--- src/rtl/core/qte_pkg.sv ---
// ----------------------------------------------------------------------------
// qte_pkg: shared constants and types for the quaternion to Euler converter
// Widths, CORDIC arctangent table and the operand bundle that moves from the
// front end through the square-root delay line.
// ----------------------------------------------------------------------------
`default_nettype none
package qte_pkg;

	localparam int CORDIC_STAGES   = 16;   // 8..24 rotation stages
	localparam int COMPONENT_WIDTH = 16;   // 12..32, bits of a field that count

	localparam int FIELD_W  = 16;
	localparam int EFF_W    = (COMPONENT_WIDTH < FIELD_W) ? COMPONENT_WIDTH : FIELD_W;
	localparam int EXT_SH   = FIELD_W - EFF_W;
	localparam int PROD_W   = 2 * FIELD_W;           // one product of two components
	localparam int OP_W     = PROD_W + 2;            // atan2 operands and cross terms
	localparam int NORM_W   = PROD_W + 1;            // squared norm
	localparam int ROOT_W   = PROD_W;                // square root result
	localparam int RAD_W    = 2 * ROOT_W;            // radicand
	localparam int REM_W    = ROOT_W + 3;            // square root partial remainder
	localparam int SQ_STEP  = 2;                     // root bits resolved per stage
	localparam int SQ_STAGES = ROOT_W / SQ_STEP;
	localparam int POS_W    = $clog2(OP_W);
	localparam int NORM_MSB = 30;                    // operands normalized to [2^30, 2^31)
	localparam int CW       = NORM_MSB + 5;          // CORDIC x and y
	localparam int ZW       = 32;                    // CORDIC angle, 2^-28 rad
	localparam int MAG_W    = 30;                    // angle magnitude
	localparam int DEG_W    = 28;
	localparam int DPROD_W  = MAG_W + DEG_W;
	localparam int ANG_W    = 15;
	localparam int FRONT_LAT = 4;
	localparam int ATAN_LAT = CORDIC_STAGES + 6;

	localparam logic [MAG_W-1:0] HALF_PI_Q28 = MAG_W'(421657428);
	localparam logic [MAG_W-1:0] PI_Q28      = MAG_W'(843314857);
	localparam logic [DEG_W-1:0] DEG_MULT    = DEG_W'(240315917);
	localparam int DEG_SH = 44;
	localparam int RAD_SH = 16;
	localparam int ANG_MAX = 12868;

	// atan(2^-s) in units of 2^-28 rad
	localparam logic [MAG_W-1:0] ATAN_TAB [24] = '{
		30'd210828714, 30'd124459457, 30'd65760959, 30'd33381290, 30'd16755422,
		30'd8385879, 30'd4193963, 30'd2097109, 30'd1048571, 30'd524287,
		30'd262144, 30'd131072, 30'd65536, 30'd32768, 30'd16384, 30'd8192,
		30'd4096, 30'd2048, 30'd1024, 30'd512, 30'd256, 30'd128, 30'd64, 30'd32
	};

	typedef struct packed {
		logic signed [OP_W-1:0] yaw_y;
		logic signed [OP_W-1:0] yaw_x;
		logic signed [OP_W-1:0] roll_y;
		logic signed [OP_W-1:0] roll_x;
		logic [ROOT_W-1:0]      pit_a;
		logic                   pit_neg;
		logic                   zero;
	} opnd_t;

	typedef struct packed {
		logic xneg;
		logic yneg;
		logic zero;
	} quad_t;

	// keep the low EFF_W bits of a field, sign-extended
	function automatic logic signed [FIELD_W-1:0] sext_comp(input logic [FIELD_W-1:0] v);
		logic [FIELD_W-1:0] sh;
		sh = v << EXT_SH;
		sext_comp = $signed(sh) >>> EXT_SH;
	endfunction

endpackage
`default_nettype wire

--- src/rtl/core/qte_isqrt.sv ---
// ----------------------------------------------------------------------------
// qte_isqrt: pipelined integer square root
// Restoring digit recurrence, two root bits per stage, floor result.
// ----------------------------------------------------------------------------
`default_nettype none
module qte_isqrt (
	input  logic                         clk,
	input  logic                         arst_n,
	input  logic                         en,
	input  logic                         in_valid,
	input  logic [qte_pkg::RAD_W-1:0]    rad,
	output logic                         out_valid,
	output logic [qte_pkg::ROOT_W-1:0]   root
);
	localparam int N      = qte_pkg::SQ_STAGES;
	localparam int RAD_W  = qte_pkg::RAD_W;
	localparam int ROOT_W = qte_pkg::ROOT_W;
	localparam int REM_W  = qte_pkg::REM_W;

	logic [RAD_W-1:0]  rad_s  [N+1];
	logic [REM_W-1:0]  rem_s  [N+1];
	logic [ROOT_W-1:0] root_s [N+1];
	logic [N:0]        v_s;

	assign rad_s[0]  = rad;
	assign rem_s[0]  = '0;
	assign root_s[0] = '0;
	assign v_s[0]    = in_valid;

	for (genvar g = 0; g < N; g++) begin : g_stage
		logic [RAD_W-1:0]  rv;
		logic [REM_W-1:0]  rem, cand, trial;
		logic [ROOT_W-1:0] rt;

		always_comb begin
			rv  = rad_s[g];
			rem = rem_s[g];
			rt  = root_s[g];
			for (int st = 0; st < qte_pkg::SQ_STEP; st++) begin
				cand  = {rem[REM_W-3:0], rv[RAD_W-1 -: 2]};
				trial = {1'b0, rt, 2'b01};
				if (cand >= trial) begin
					rem = cand - trial;
					rt  = {rt[ROOT_W-2:0], 1'b1};
				end else begin
					rem = cand;
					rt  = {rt[ROOT_W-2:0], 1'b0};
				end
				rv = rv << 2;
			end
		end

		always_ff @(posedge clk or negedge arst_n) begin
			if (!arst_n) begin
				v_s[g+1] <= 1'b0;
			end else if (en) begin
				v_s[g+1] <= v_s[g];
			end
		end

		always_ff @(posedge clk) begin
			if (en) begin
				rad_s[g+1]  <= rv;
				rem_s[g+1]  <= rem;
				root_s[g+1] <= rt;
			end
		end
	end

	assign out_valid = v_s[N];
	assign root      = root_s[N];
endmodule
`default_nettype wire

--- config.mk ---
export PLATFORM = sky130hd
export DESIGN_NAME = qte_isqrt
export DESIGN_NICKNAME = d
export VERILOG_FILES = /design/src/rtl/core/qte_pkg.sv /design/src/rtl/core/qte_isqrt.sv
export SDC_FILE = /design/constraint.sdc
export NUM_CORES = 2
export LEC_CHECK = 0
export ABC_AREA = 1
export BUFFER_PORTS_ARGS = -buffer_cell sky130_fd_sc_hd__buf_2
export CAP_MARGIN = 5
export CORE_MARGIN = 5
export CORE_UTILIZATION = 55
export DETAILED_ROUTE_END_ITERATION = 8
export PLACE_DENSITY_LB_ADDON = 0.25
export SLEW_MARGIN = 20
export SYNTH_ARGS = -nofsm -noshare
export SYNTH_HDL_FRONTEND = slang
export SYNTH_SLANG_ARGS = --single-unit
--- constraint.sdc ---
create_clock -name clk -period 4.97 [get_ports clk]
set_input_delay 0.2485 -clock clk [delete_from_list [all_inputs] [get_ports clk]]
set_output_delay 0.2485 -clock clk [all_outputs]
set_load 0.01 [all_outputs]
==> out/qor.yml <==
status: "finished, violations left"
violations: "DRC"
io-pin-count: 101
wl_um: 297000
finalMaxSlewViolations: 0
nets: 13527
min_to: "g_stage[1].rv[12]$_DFFE_PP_"
p_per_area_nw_per_um2: 530.8
cts_root_buffer: "clkbuf_16"
gp_congestion: 0.9990
grt_pass1_wl_um: 455000
grtUsageTotal_pct: 32.93
crit_type: "reg2reg"
p_total_uw: 56110
yosysTopAreaCell: "edfxtp_1"
synth_seq_cells: 1241
syn_inst: 12065
crit_slowest_cell: "edfxtp_1"
hold_path.class: "in2reg"
synth_ff_type: "edfxtp_1"
ys_seq_area_share_pct: 40.56
synthArstFlopShare_pct: 1.289
drc_errors: 2
start_util_pct: 55.44
timing.fmax_ghz: 0.2094
netlist.area_leader.share_pct: 40.12
netlist_area_um2: 91680
grt_use_met3_pct: 5.638
drt_pass1_iterations: 9
drive_gt1_share_pct: 10.97
yosys_warnings: 0
reg2reg_slack_ns: 0.20
met2_usage_pct: 53.63
dp_hpwl_um: 235600
grt.busiest_layer: "met2"
crit_path_start_kind: "register"
antenna_found_initial: 2
num_vias: 86226
stdcell_area_um2: 105700
slew_headroom_pct: 20.62
grt_max_degree: 158
cap_violations: 0
numCtsBuffers: 139
grt_overflow: 0
rows: 149
ys_types: 70
grt_use_met1_pct: 44.40
place_area_um2: 98830
synth_edf_count: 1225
worst_ep_arrival_time_ns: 5.37
leakagePower_uw: 0.04733
htree_levels: 4
synth_area_leaders: "edfxtp_1 (40%), nand2_1 (14%), ha_1 (7.6%), inv_1 (6.6%), nor2_1 (5.2%)"
reg2reg_from: "root_s[107]$_DFFE_PP_"
ant_nets: 0
die_area_um2: 175000
clock_latency_ns: 0.82
vias_per_cell: 5.672
worstMarginPinSlew_ns: 1.191
hold_viol_final: 0
numPortBuffers: 100
timing.final.crit_share_pct: 96.07
vdd_drop_max_uv: 447.6
reg2reg_to: "rem_s[77]$_DFFE_PP_"
wl_per_cell_um: 19.54
syn2layout_area_growth_pct: 15.31
final.setup_skew_ns: 0.08491
layout_min_cycle_time_ns: 4.775
cts_buffer_depth: 3
die_h_um: 418.3
crit_top_cell: "nand2_1"
required_ns: 5.57
cts_tree: "built"
hold_start: "rad[4]"
setup_violations: 0
core_area_um2: 165400
clk_pin_slew_ns: 0.07
holdPathStages: 2
drtIter0Drc: 9962
die_w_um: 418.3
path_max_fanout: 42
r2r_cells: 28
clock_sinks: 1241
critPathMaxStageDelay_ns: 0.46
grt_pass1_vias: 81586
end_kind: "register"
syn_area_per_cell_um2: 7.599
==> synthesized netlist by cell type, types with 13 or more instances <==
library cell and count:
nor3_1 174, a21oi_1 677, a211oi_1 13, nand3_2 21, xnor2_1 240, inv_2 33, a21boi_0 13, nand4_1 208
o21ai_0 685, nor2_2 58, a31oi_1 30, edfxtp_1 1225, nand3b_1 54, ha_1 557, buf_4 24, buf_6 40
nor4_1 43, or2_2 38, o21ai_1 63, nand3_1 759, clkbuf_1 52, o21bai_1 58, a21o_1 29, nor2_1 1275
xor2_1 269, nand2_2 30, dfrtp_1 16, o21a_1 39, buf_2 20, inv_1 1620, a21oi_2 69, nand2_1 3475
and2_1 19
==> cells by family (layout without fill, tap and decap cells) <==
kind of cell / Yosys count / count (layout) / share of synthesized area (%)
other: 1 / 4 / 0.004090
AND/OR/NAND/NOR: 6218 / 6218 / 28.59
buffers and inverters: 1803 / 2749 / 7.858
XOR/XNOR: 512 / 512 / 4.928
adder cells (fa/ha/maj): 557 / 557 / 7.601
AO/OA/AOI/OAI: 1733 / 1733 / 10.46
flip-flops: 1241 / 1241 / 40.56
==> where the power goes <==
part	internal (µW)	leakage [µW]	switching (µW)
Clock	6390	0.00235	4710
Sequential	14000	0.0119	1450
Combinational	10900	0.0330	18700
Total	31300	0.0473	24800
==> area by class of cell <==
class                           count  area, µm²
Fill cell                       14333      59640
Multi-Input combinational cell   9023      48010
Sequential cell                  1241      37190
Timing Repair Buffer              835       6558
Inverter                         1661       6270
Clock buffer                      161       3603
Tap cell                         2189       2739
Clock inverter                     91       1344
Timing Repair inverter              1      7.507
Antenna cell                        1      2.502
==> layer usage <==
layer | wire (µm) | share of wire, %
met1 | 125200 | 42
met2 | 135700 | 46
met3 | 24330 | 8.2
met4 | 11770 | 4.0
met5 | 0 | 0
==> sequential cells by signal, indices dropped and copies added (netlist names) <==
signal and count:
out_valid 1, g_stage.cand 30, rad_s 30, root_s 240, rem_s 473, root 32, v_s 15, g_stage.rv 420
==> how the worst max path moves through the flow <==
stage	start	end	slack (ns)	depth (start not counted)
floorplan	rem_s[183]$_DFFE_PP_	rem_s[146]$_DFFE_PP_	0.62	28
global placement	root_s[107]$_DFFE_PP_	rem_s[100]$_DFFE_PP_	-0.05	27
detailed placement	root_s[120]$_DFFE_PP_	rem_s[100]$_DFFE_PP_	-0.04	24
CTS	root_s[110]$_DFFE_PP_	rem_s[101]$_DFFE_PP_	0.005	28
global route	root_s[72]$_DFFE_PP_	rem_s[36]$_DFFE_PP_	-0.07	29
finish	root_s[107]$_DFFE_PP_	rem_s[77]$_DFFE_PP_	0.20	28
==> worst max-delay path, delay by kind of cell, from the launching register on <==
family          cells  cell delay (ns)
fa+ha+maj           2             0.63
compound gates      2             0.48
simple gates       15             1.83
flops               1             0.46
buf+inv             9             1.15
==> placed cells by master, fill, tap and decap left out, types with 20 or more instances in the layout <==
cell type,n
xnor2_1,240
nand3_2,24
nor4_1,39
bufinv_16,20
xor2_1,269
nor3_1,170
inv_1,1615
o21ai_2,22
ha_1,524
nand2_1,3462
buf_2,100
nand3_1,756
a21oi_1,652
buf_4,630
nand4_1,208
clkbuf_1,20
a31oi_1,30
o21ai_1,111
o21ai_0,625
nand2_2,43
or2_2,38
buf_12,23
o21a_1,39
a21oi_2,94
a21o_1,29
nand3b_1,54
edfxtp_1,1225
o21bai_1,58
nor2_1,1244
clkbuf_16,143
dlygate4sd3_1,70
nor2_2,82
ha_4,27
inv_2,31
==> through the flow <==
step	cells	TNS (ns)	worst slack, ns	hold WS (ns)	utilization [%]
2_1_floorplan	12067	0	0.6185	-0.04709	-
3_3_place_gp	14822	-0.04669	-0.04669	0.1590	59.76
3_5_place_dp	14822	-0.04470	-0.04470	0.1660	59.76
4_1_cts	15151	0	0.004577	0.08839	63.21
5_1_grt	15202	-0.4568	-0.07410	0.1220	63.93
6_report	15203	0	0.1951	0.1559	63.93
==> repair_timing <==
item                                   CTS  global route
gates cloned                             0             4
hold buffers                            70             0
endpoints found under the hold margin   88             0
buffers inserted                         7            48
resized for setup                        5           223
pin swaps                                0            26
setup endpoints to repair               35           304
Note: power is estimated with default switching activity, not from simulation.
